### config.mk
export PLATFORM = sky130hd
export DESIGN_NAME = prpe_dist
export DESIGN_NICKNAME = d
export VERILOG_FILES = /design/src/rtl/prpe_pkg.sv /design/src/rtl/prpe_dist.sv
export SDC_FILE = /design/constraint.sdc
export NUM_CORES = 1
export LEC_CHECK = 0
export BUFFER_PORTS_ARGS = -buffer_cell sky130_fd_sc_hd__buf_2
export CAP_MARGIN = 20
export CORE_MARGIN = 1.5
export CORE_UTILIZATION = 58
export CTS_CLUSTER_SIZE = 30
export DETAILED_ROUTE_END_ITERATION = 16
export PLACE_DENSITY_LB_ADDON = 0.05
export SLEW_MARGIN = 15
export SYNTH_ARGS = -nofsm -noshare
export SYNTH_HDL_FRONTEND = slang
export SYNTH_SLANG_ARGS = --single-unit
### constraint.sdc
create_clock -name clk -period 6.2 [get_ports clk]
set_input_delay 0 -clock clk [delete_from_list [all_inputs] [get_ports clk]]
set_output_delay 0 -clock clk [all_outputs]
set_load 0.01 [all_outputs]
### src/rtl/prpe_pkg.sv
`timescale 1ns / 1ps
`default_nettype none

package prpe_pkg;

  localparam int SQ_N = 49;
  localparam int SQ_W = 2 * SQ_N;

  localparam int NUM_W = 49;
  localparam int HM_W = 33;
  localparam int FRAC = 15;
  localparam int Q_W = 16;
  localparam int DIV_STEPS = 16;
  localparam int DIV_LAT = DIV_STEPS + 1;

  localparam int DR_W = 33;
  localparam int DIST_W = 27;
  localparam int D25_K = 38;
  localparam logic [33:0] D25_M = 34'(((64'd1 << D25_K) + 64'd24) / 64'd25);

  localparam int FRONT = 6;
  localparam int BACK = SQ_N + DIV_LAT;

  localparam logic [Q_W-1:0] Q_POS_MAX = 16'h7fff;
  localparam logic [Q_W-1:0] Q_NEG_MAX = 16'h8000;

  typedef struct packed {
    logic [HM_W-1:0] hd;
    logic [HM_W-1:0] hc;
    logic [NUM_W-1:0] bd;
    logic [NUM_W-1:0] bc;
  } num_t;

  typedef struct packed {
    logic ok;
    logic neg_hd;
    logic neg_hc;
    logic neg_bd;
    logic neg_bc;
  } side_t;

  function automatic logic [Q_W-1:0] q15_sat(input logic [Q_W-1:0] q, input logic neg);
    logic [Q_W-1:0] r;
    if (neg) begin
      r = (q > Q_NEG_MAX) ? Q_NEG_MAX : (~q + 1'b1);
    end else begin
      r = (q > Q_POS_MAX) ? Q_POS_MAX : q;
    end
    return r;
  endfunction

endpackage

`default_nettype wire

### src/rtl/prpe_dist.sv
`timescale 1ns / 1ps
`default_nettype none

module prpe_dist (
  input  wire logic                        clk,
  input  wire logic                        en,
  input  wire logic [prpe_pkg::SQ_N-1:0]   root,
  output logic      [prpe_pkg::DIST_W-1:0] scaled
);

  localparam int DR = prpe_pkg::DR_W;
  localparam int DW = prpe_pkg::DIST_W;
  localparam int K = prpe_pkg::D25_K;
  localparam int DL = prpe_pkg::DIV_LAT - 2;
  localparam logic [16:0] MH = prpe_pkg::D25_M[33:17];
  localparam logic [16:0] ML = prpe_pkg::D25_M[16:0];

  logic [DR:0]    sum_r;
  logic [DR-1:0]  half;
  logic [DR+16:0] pa;
  logic [DR+16:0] pb;
  logic [DR+33:0] prod;
  logic [DW-1:0]  dl [0:DL-1];

  // round half up, then halve so the divide is by 25
  assign sum_r = (DR+1)'(root[DR-1:0]) + (DR+1)'(25);
  assign prod  = {pa, 17'b0} + (DR+34)'(pb);

  always_ff @(posedge clk) begin
    if (en) begin
      half  <= sum_r[DR:1];
      pa    <= (DR+17)'(half) * (DR+17)'(MH);
      pb    <= (DR+17)'(half) * (DR+17)'(ML);
      dl[0] <= prod[K+DW-1:K];
      for (int i = 1; i < DL; i++) begin
        dl[i] <= dl[i-1];
      end
    end
  end

  assign scaled = dl[DL-1];

endmodule

`default_nettype wire
==> results_dict.tcl <==
set metrics [dict create \
    hp-start "root[0]" \
    routed_wl_mm 69.3 \
    grt_usage 0.253 \
    vias 18600 \
    rr_worst_depth 22 \
    crit_fanout 5 \
    pin_count 78 \
    period_needed_ns 6.23 \
    clk_latency_ns 0.63 \
    setup_viol 2 \
    failed_checks "setup timing" \
    n_antenna_cell 0 \
    syn_area_sq_um 32700 \
    gp_congestion 0.892 \
    clock_sinks 514 \
    nFillCells 3943 \
    postSynthCellCount 2434 \
    clock.fmax_ghz 0.161 \
    core-area_sq_um 55400 \
    ys_seq_elements 514 \
    drv_slew 0 \
    avgSynthCellArea_sq_um 13.4 \
    route.top_layer_used "met4" \
    cpMaxStageDelayCell "fa_1" \
    cp_cell_sequence "buf_4, buf_4, fa_1, ha_1, fa_1, inv_1, fa_1, inv_1, fa_1, inv_1, fa_1, inv_1, ha_1, a21o_1, a21o_1, a21oi_1, o21ai_0, a31oi_1, o31ai_4, a221o_1, a211oi_2, xor2_1" \
    routed_via_density 5.16 \
    h-tree-depth 2 \
    worstSetupEndpointType "flop" \
    start_kind "flop" \
    drt-wirelength-per-cell_microns 19.3 \
    gr-total-overflow 0 \
    dieArea_sq_um 57700 \
    drive_gt1_frac 0.166 \
    path_class "reg -> reg" \
    finalCritPeriodShare 1.00 \
    start_util 0.589 \
    wl_met2_mm 34.2 \
    r2r_start "half[20]$_DFFE_PP_" \
    grt_pass1_wl_mm 110 \
    antenna_found_initial 4 \
    numCtsBuffers 52 \
    drc 0 \
    syn-num-nets 3140 \
    reg2reg_setup_slack_ns -0.03 \
    postSynth.asyncResetShare 0 \
    fin_nets 3515 \
    reg2reg_to "pa[46]$_DFFE_PP_" \
    postLayoutCoreUtil 0.694 \
    synthFlopType "edfxtp_1" \
    rsz0062_at_grt "true" \
    rows 86 \
    required_ns 6.57 \
    clock-skew-final_ns 0.0416 \
    clk_pin_slew_worst_paths_ns 0.06 \
    ys_types 57 \
    die-height_microns 240 \
    drtIter0Drc 998 \
    worstPathArrival_ns 6.60 \
    fin_setup_tns_ns -0.0513 \
    port_buffers 61 \
    ys.warnings.count 0 \
    area_delta_synth_final_pct 17.8 \
    cts_tree "yes" \
    synth_edf_count 514 \
    cts-root-buf "clkbuf_16" \
    drv_cap 0 \
    setup_ws_ns -0.0269 \
    firstDrtPassIters 5 \
    ant_nets 0 \
    report.final.hold_viol_count 0 \
    holdPathStages 3 \
    crit_top_cell "fa_1" \
    worstMarginPinSlew_ns 1.23 \
    cts_buffer_depth 3 \
    hold_class "in -> reg" \
    ys_seq_area_frac 0.473 \
    dp_hpwl_mm 52.0 \
    maxSlewHeadroom 0.178 \
    status "complete, but fails checks" \
    holdPathEnd "half[0]$_DFFE_PP_" \
    slowest_delay_ns 0.56 \
    grt_max_degree 203 \
    wl_met3_mm 2.66 \
    grt_pass1_vias 20200 \
    die_w_microns 240 \
    met1Wirelength_mm 30.7 \
]
[per-stage QoR]
stage / hold slack, ns / area, sq um / setup slack [ns] / cells
6_report: 0.260 / 38500 / -0.0269 / 3599
5_1_grt: 0.274 / 38500 / -0.241 / 3599
4_1_cts: 0.229 / 38000 / -0.0628 / 3574
3_5_place_dp: 0.322 / 35400 / -0.241 / 3411
3_3_place_gp: 0.316 / 35400 / -0.169 / 3411
2_1_floorplan: 0.112 / 32800 / -0.00959 / 2434
[cell usage in the layout (no fill, tap or decap), types with 4 or more instances in the layout]
cell type	instances
inv_1	590
edfxtp_1	514
fa_1	340
ha_1	276
buf_4	226
xnor2_1	87
a21oi_1	75
nand2_1	74
nor2_1	71
buf_2	60
dlygate4sd3_1	55
clkbuf_16	53
a21o_1	42
nand3_1	37
xor2_1	37
o21ai_0	35
ha_4	23
nand4_1	17
nor2b_1	15
and3_1	14
buf_6	13
fa_2	12
clkinv_1	10
inv_2	9
a21oi_2	9
o21bai_1	9
nor3_1	9
nand2b_1	8
bufinv_16	8
o21ai_1	7
a31oi_1	7
clkbuf_1	7
a211oi_1	6
a211oi_2	6
o21a_1	5
clkinv_2	5
inv_6	5
and4_1	4
and2_1	4
ha_2	4
[critical path, delay by kind of cell (launching register included)]
family,cells,cell delay (ns)
compound gates,8,1.73
flops,1,0.41
buf+inv,6,0.56
xor+xnor,1,0.09
fa+ha+maj,7,3.24
[sequential cells by signal, summed over array words and instances, names as in the netlist]
register  count
dl          405
half         33
pa           45
pb           31
[layer usage]
metal | global-route usage | up-vias
met2 | 0.434 | 345
li1 | - | 8747
met1 | 0.341 | 9405
met3 | 0.0346 | 85
met5 | 0 | -
met4 | 0.0673 | 0
[synthesized netlist by cell type, types with 15 or more instances]
cell type	instances	area (sq um)
nand3_1	37	185
a21o_1	42	315
inv_1	599	2250
fa_1	352	7050
and3_1	15	93.8
nor2b_1	15	93.8
o21ai_0	35	175
nand4_1	17	106
xnor2_1	87	762
buf_4	27	203
edfxtp_1	514	15400
ha_1	303	3790
a21oi_1	83	415
nand2_1	74	278
nor2_1	71	267
xor2_1	37	324
[worst max path at each step]
stage | slack (ns) | depth (start not counted) | to | startpoint
floorplan | -0.01 | 22 | pa[46]$_DFFE_PP_ | half[11]$_DFFE_PP_
global placement | -0.17 | 22 | pa[46]$_DFFE_PP_ | half[16]$_DFFE_PP_
detailed placement | -0.24 | 22 | pa[46]$_DFFE_PP_ | half[16]$_DFFE_PP_
CTS | -0.06 | 23 | pa[46]$_DFFE_PP_ | half[6]$_DFFE_PP_
global route | -0.24 | 25 | pa[47]$_DFFE_PP_ | half[6]$_DFFE_PP_
finish | -0.03 | 22 | pa[46]$_DFFE_PP_ | half[20]$_DFFE_PP_
[cell families (layout without fill, tap and decap cells)]
| family | after synthesis | in the layout | synth area share |
|---|---|---|---|
| AOI/OAI and AO/OA | 238 | 238 | 0.0473 |
| and+or+nand+nor | 265 | 265 | 0.0385 |
| DFF | 514 | 514 | 0.473 |
| adders and majority gates | 655 | 655 | 0.332 |
| buffers and inverters | 638 | 1055 | 0.0765 |
| xor gates and xnor gates | 124 | 124 | 0.0333 |
[repair_timing]
action / in CTS / in global routing
endpoints found under the hold margin: 38 / 0
buffers inserted: 12 / 25
cloned: 0 / 1
pin swaps: 29 / 41
hold buffers: 55 / 0
resized for setup: 38 / 49
endpoints found under the setup margin: 17 / 23
[cell type report]
type	instances	area (sq um)	share of cell area
clock buffers	59	1330	0.0345
flip-flops and latches	514	15400	0.401
multi-input cells	1282	15200	0.396
clock inverters	37	479	0.0125
well taps	748	936	0.0243
inverters	599	2250	0.0584
repair buffers	360	2810	0.0730
Power is not shown: default switching activity piles up to over one toggle a cycle in this logic, so the estimate is an artifact.
