**config.mk**
```make
export PLATFORM = sky130hd
export DESIGN_NAME = prpe_div
export DESIGN_NICKNAME = d
export VERILOG_FILES = /design/src/rtl/prpe_pkg.sv /design/src/rtl/prpe_div.sv
export SDC_FILE = /design/constraint.sdc
export NUM_CORES = 2
export LEC_CHECK = 0
export BUFFER_PORTS_ARGS = -buffer_cell sky130_fd_sc_hd__clkbuf_2
export CORE_ASPECT_RATIO = 0.9
export CORE_MARGIN = 10
export CORE_UTILIZATION = 50
export DETAILED_ROUTE_END_ITERATION = 16
export GPL_TIMING_DRIVEN = 0
export PLACE_DENSITY_LB_ADDON = 0.3
export RECOVER_POWER = 25
export SLEW_MARGIN = 20
export SYNTH_ARGS = -nofsm -noshare
export SYNTH_HDL_FRONTEND = slang
export SYNTH_SLANG_ARGS = --single-unit
```
**constraint.sdc**
```tcl
create_clock -name clk -period 6.83 [get_ports clk]
set_clock_uncertainty 0.1 [all_clocks]
set_input_delay 1.366 -clock clk [delete_from_list [all_inputs] [get_ports clk]]
set_output_delay 1.366 -clock clk [all_outputs]
set_load 0.02 [all_outputs]
```
**src/rtl/prpe_pkg.sv**
```systemverilog
`timescale 1ns / 1ps
`default_nettype none

package prpe_pkg;

  localparam int SQ_N = 49;
  localparam int SQ_W = 2 * SQ_N;

  localparam int NUM_W = 49;
  localparam int HM_W = 33;
  localparam int FRAC = 15;
  localparam int Q_W = 16;
  localparam int DIV_STEPS = 16;
  localparam int DIV_LAT = DIV_STEPS + 1;

  localparam int DR_W = 33;
  localparam int DIST_W = 27;
  localparam int D25_K = 38;
  localparam logic [33:0] D25_M = 34'(((64'd1 << D25_K) + 64'd24) / 64'd25);

  localparam int FRONT = 6;
  localparam int BACK = SQ_N + DIV_LAT;

  localparam logic [Q_W-1:0] Q_POS_MAX = 16'h7fff;
  localparam logic [Q_W-1:0] Q_NEG_MAX = 16'h8000;

  typedef struct packed {
    logic [HM_W-1:0] hd;
    logic [HM_W-1:0] hc;
    logic [NUM_W-1:0] bd;
    logic [NUM_W-1:0] bc;
  } num_t;

  typedef struct packed {
    logic ok;
    logic neg_hd;
    logic neg_hc;
    logic neg_bd;
    logic neg_bc;
  } side_t;

  function automatic logic [Q_W-1:0] q15_sat(input logic [Q_W-1:0] q, input logic neg);
    logic [Q_W-1:0] r;
    if (neg) begin
      r = (q > Q_NEG_MAX) ? Q_NEG_MAX : (~q + 1'b1);
    end else begin
      r = (q > Q_POS_MAX) ? Q_POS_MAX : q;
    end
    return r;
  endfunction

endpackage

`default_nettype wire

```
**src/rtl/prpe_div.sv**
```systemverilog
`timescale 1ns / 1ps
`default_nettype none

module prpe_div (
  input  wire logic                       clk,
  input  wire logic                       en,
  input  wire logic [prpe_pkg::NUM_W-1:0] mag,
  input  wire logic [prpe_pkg::NUM_W-1:0] den,
  output logic      [prpe_pkg::Q_W-1:0]   quo
);

  localparam int NW = prpe_pkg::NUM_W;
  localparam int FR = prpe_pkg::FRAC;
  localparam int S = prpe_pkg::DIV_STEPS;
  localparam int QW = prpe_pkg::Q_W;
  localparam int DV_W = NW + FR + 1;

  logic [NW-1:0]   den_c;
  logic [DV_W-1:0] rem_q [0:S-1];
  logic [NW-1:0]   d_q   [0:S-1];
  logic [QW-1:0]   q_q   [1:S];

  // zero length clamps to one lsb
  assign den_c = (den == '0) ? NW'(1) : den;

  always_ff @(posedge clk) begin
    if (en) begin
      rem_q[0] <= {1'b0, mag, {FR{1'b0}}} + DV_W'(den_c >> 1);
      d_q[0]   <= den_c;
    end
  end

  for (genvar k = 0; k < S; k++) begin : g_step
    localparam int SH = S - 1 - k;
    logic [DV_W-1:0] shifted;
    logic [QW-1:0]   q_i;
    logic            ge;

    if (k == 0) begin : g_first
      assign q_i = '0;
    end else begin : g_rest
      assign q_i = q_q[k];
    end

    assign shifted = DV_W'(d_q[k]) << SH;
    assign ge      = (rem_q[k] >= shifted);

    if (k < S - 1) begin : g_rem
      always_ff @(posedge clk) begin
        if (en) begin
          rem_q[k+1] <= ge ? rem_q[k] - shifted : rem_q[k];
          d_q[k+1]   <= d_q[k];
        end
      end
    end

    always_ff @(posedge clk) begin
      if (en) begin
        q_q[k+1] <= {q_i[QW-2:0], ge};
      end
    end
  end

  assign quo = q_q[S];

endmodule

`default_nettype wire

```
==> flow_summary.toml <==
[sta]
max_freq_mhz = 154
final-max-slew-violation-count = 0
timing.final.crit_share_pct = 95.0
fin_worst_hold_slack_ns = 0.314
normalized_max_slew_margin_pct = 13.8
setup-violations-final = 0
rsz0062_at_grt = "false"
max_slew.worst_pin.slew_ns = 1.29
finalHoldViolations = 0
period_needed_ns = 6.49
setup_total_negative_slack_ns = 0

[drt]
drt_pre_antenna_iters = 5
drt_iter0_markers = 5821
remaining_drc_errors = 0
route.detailed.wl_per_inst_um = 20.9
drtAntennaViolNets = 0
totalWireLength_mm = 306
viasPerCell = 5.73
detailroute.via_count = 84139

[logic_synthesis]
synth.lib_cells_used.distinct = 93
synth-adder-area-share_pct = 9.36
netlist_area_mm2 = 0.113
synth-edff-count = 1825
synth_mux_area_share_pct = 1.10
yosys.area_share.xor_xnor_pct = 6.46
ffs_w_async_s_r_synth_pct = 0
syn_nets = 12083
postSynthAreaPerCell_um2 = 10.1
post_synth_and_or_nand_nor_area_fraction_pct = 12.1
postSynthCellCount = 11150
synth_top_family_by_area = "compound AO/OA/AOI/OAI gates"
ys.warnings.count = 0
synth-seq-cells = 1825
ys.flop_type = "sky130_fd_sc_hd__edfxtp_1"
synth_compound_area_share_pct = 17.4
synth_seq_area_share_pct = 48.7

[power_and_ir_drop]
power_per_cell_area_mw_per_mm2 = 439
ir_worst_vdd_v = 0.000276
cellLeakagePower_nw = 49.8
power.net_switching_mw = 21.6
netSwitchingFraction_pct = 39.7
sequentialPowerShare_pct = 34.0
clockPowerShare_pct = 18.9
comb_power_share_pct = 47.1
internal-power_mw = 32.8

[setup_path]
cp-start-kind = "flop"
critPathCaptureType = "flop"
worst_path_max_delay_cell = "sky130_fd_sc_hd__clkbuf_1"
worstPathCellList = "inv_1, ha_1, nand2b_1, a21oi_1, o41ai_1, a21oi_1, a21o_1, nor3b_1, nand2_1, a31oi_1, a31oi_1, inv_1, clkbuf_1, clkbuf_1, nor2_1, a21oi_1"
setup.worst_path.class = "flop to flop"
crit_path_max_incr_delay_ns = 0.89
cp.arrival_ns = 7.04
crit_path_max_fanout = 10
critical_path.most_common_cell = "sky130_fd_sc_hd__a21oi_1"
critPathRequiredTime_ns = 7.38
r2r_slack_ns = 0.34

[clock_tree]
clock-root-buffer = "sky130_fd_sc_hd__clkbuf_16"
cts.repair_timing.setup_buffer_count = 0
ctsHtreeMaxLevel = 4
tritoncts.num_buffers = 199
tritoncts_num_sinks = 1825
cts.reportedPaths.clkPinSlew_ns = 0.06
clk-insertion-delay-late_ns = 0.84
cts_buffer_depth = 3
cts_tree = "yes"

[floorplan]
die_area_mm2 = 0.245
number_of_placed_i_o_pins = 116
num_rows = 165
die_width_um = 520
start_util_pct = 50.2
die_height_um = 470
core-area_mm2 = 0.224

[run]
maxCapViolCount = 0

[placed_design]
dp.final_hpwl_mm = 245
globalplace.congestion = 1.05
port-buffer-count = 115

[global_route]
grt_max_degree = 108
grt_antenna_before_repair = 9
grt_util_all_layers_pct = 24.3
vias_in_the_first_global_route = 87400
global_route_wire_length_before_repair_mm = 473
globalRoute.totalOverflow = 0

[final_layout]
layout_commonest_cell = "sky130_fd_sc_hd__edfxtp_1"
fill_cells = 19353
drive_gt1_share_pct = 5.23
areaGrowthSynthToFinish_pct = 10.1
most-common-layout-cells = "1825 x sky130_fd_sc_hd__edfxtp_1, 1157 x sky130_fd_sc_hd__a21oi_1, 1021 x sky130_fd_sc_hd__inv_1"
final_net_count = 12428

[min_path]
min_path_type = "flop to flop"

[run_status]
status = "finished, final reports clean"
==> metal layers <==
layer  global-route usage (%)  vias to the layer above  wire, um
met4                     19.5                        0     29600
met3                     2.81                     1019     10000
met2                     46.8                     2598    162000
li1                         -                    41319         -
met1                     22.8                    39203    105000
met5                        0                        -         0
==> power groups by stage <==
| stage | clock, mW | combinational, mW | sequential [mW] |
|---|---|---|---|
| 2_1_floorplan | 0 | 19.1 | 17.9 |
| 3_3_place_gp | 0 | 24.6 | 19.4 |
| 3_5_place_dp | 0 | 25.1 | 18.7 |
| 4_1_cts | 10.5 | 25.2 | 18.5 |
| 5_1_grt | 11.0 | 28.4 | 18.8 |
| 6_report | 10.3 | 25.6 | 18.5 |
==> state kept, by name, summed over array words and instances, names as in the netlist <==
register	flops
rem_q	905
d_q	784
q_q	136
==> metrics by stage <==
stage                     std cells  power (mW)  area (um2)  setup WS, ns  utilization, %
after floorplan               11150        37.0      113000          1.94               -
after global placement        14271        44.0      117000        -26.58            52.1
after detailed placement      14300        43.7      118000         0.258            52.5
after CTS                     14662        54.2      124000         0.234            55.2
after global routing          14671        58.2      124000         0.181            55.2
final                         14672        54.4      124000         0.340            55.2
==> cells by family (layout without fill, tap and decap cells) <==
| logic type | count (synthesis) | count (layout) |
|---|---|---|
| AO/OA/AOI/OAI | 3199 | 3199 |
| XOR/XNOR | 831 | 831 |
| adder cells (fa/ha/maj) | 833 | 833 |
| buffers and inverters | 1460 | 1966 |
| flip-flops | 1825 | 1825 |
| multiplexers | 108 | 108 |
| other | 0 | 10 |
| AND/OR/NAND/NOR | 2894 | 2894 |
==> critical path, delay by kind of cell, from the launching register on <==
| kind | cells | cell delay (ns) |
|---|---|---|
| fa+ha+maj | 1 | 0.67 |
| flops | 1 | 0.40 |
| buf+inv | 4 | 1.94 |
| compound gates | 7 | 2.45 |
| simple gates | 4 | 0.75 |
==> timing repair <==
item	4_1_cts	5_1_grt
hold endpoints to repair	0	0
hold buffers	0	0
setup endpoints to repair	0	4
gates resized for setup	0	3
==> layout make-up <==
class                   count  area (um2)  area share [%]
clock inverters           126        1050           0.851
flip-flops and latches   1825       54800            44.2
diodes                     10        25.0          0.0202
multi-input cells        7865       52400            42.3
well taps                3006        3760            3.03
clock buffers             236        5160            4.16
plain buffers             439        1720            1.39
repair buffers            144        1200           0.966
inverters                1021        3830            3.09
==> worst paths after layout <==
path,depth (start not counted),to,start
setup / recovery,16,rem_q[14][44]$_DFFE_PP_,d_q[13][1]$_DFFE_PP_
hold / removal,0,q_q[2][18]$_DFFE_PP_,q_q[2][1]$_DFFE_PP_
setup reg to reg,16,rem_q[14][44]$_DFFE_PP_,d_q[13][1]$_DFFE_PP_
hold reg to reg,0,q_q[2][18]$_DFFE_PP_,q_q[2][1]$_DFFE_PP_
==> synthesized netlist by cell type, drive strengths merged (129+ instances only) <==
cell type,n,area share [%]
clkbuf,390,1.3
xor2,318,2.5
edfxtp,1825,49
nor2,769,2.6
nand4,244,1.4
a21o,470,3.1
xnor2,513,4.0
ha,817,9.1
a21oi,1160,5.2
o21bai,129,0.86
inv,1021,3.4
nor3,149,0.66
nand2,946,3.2
o21ai,762,3.4
nand3,196,0.87
No activity file was read; power rests on OpenSTA's default activity.
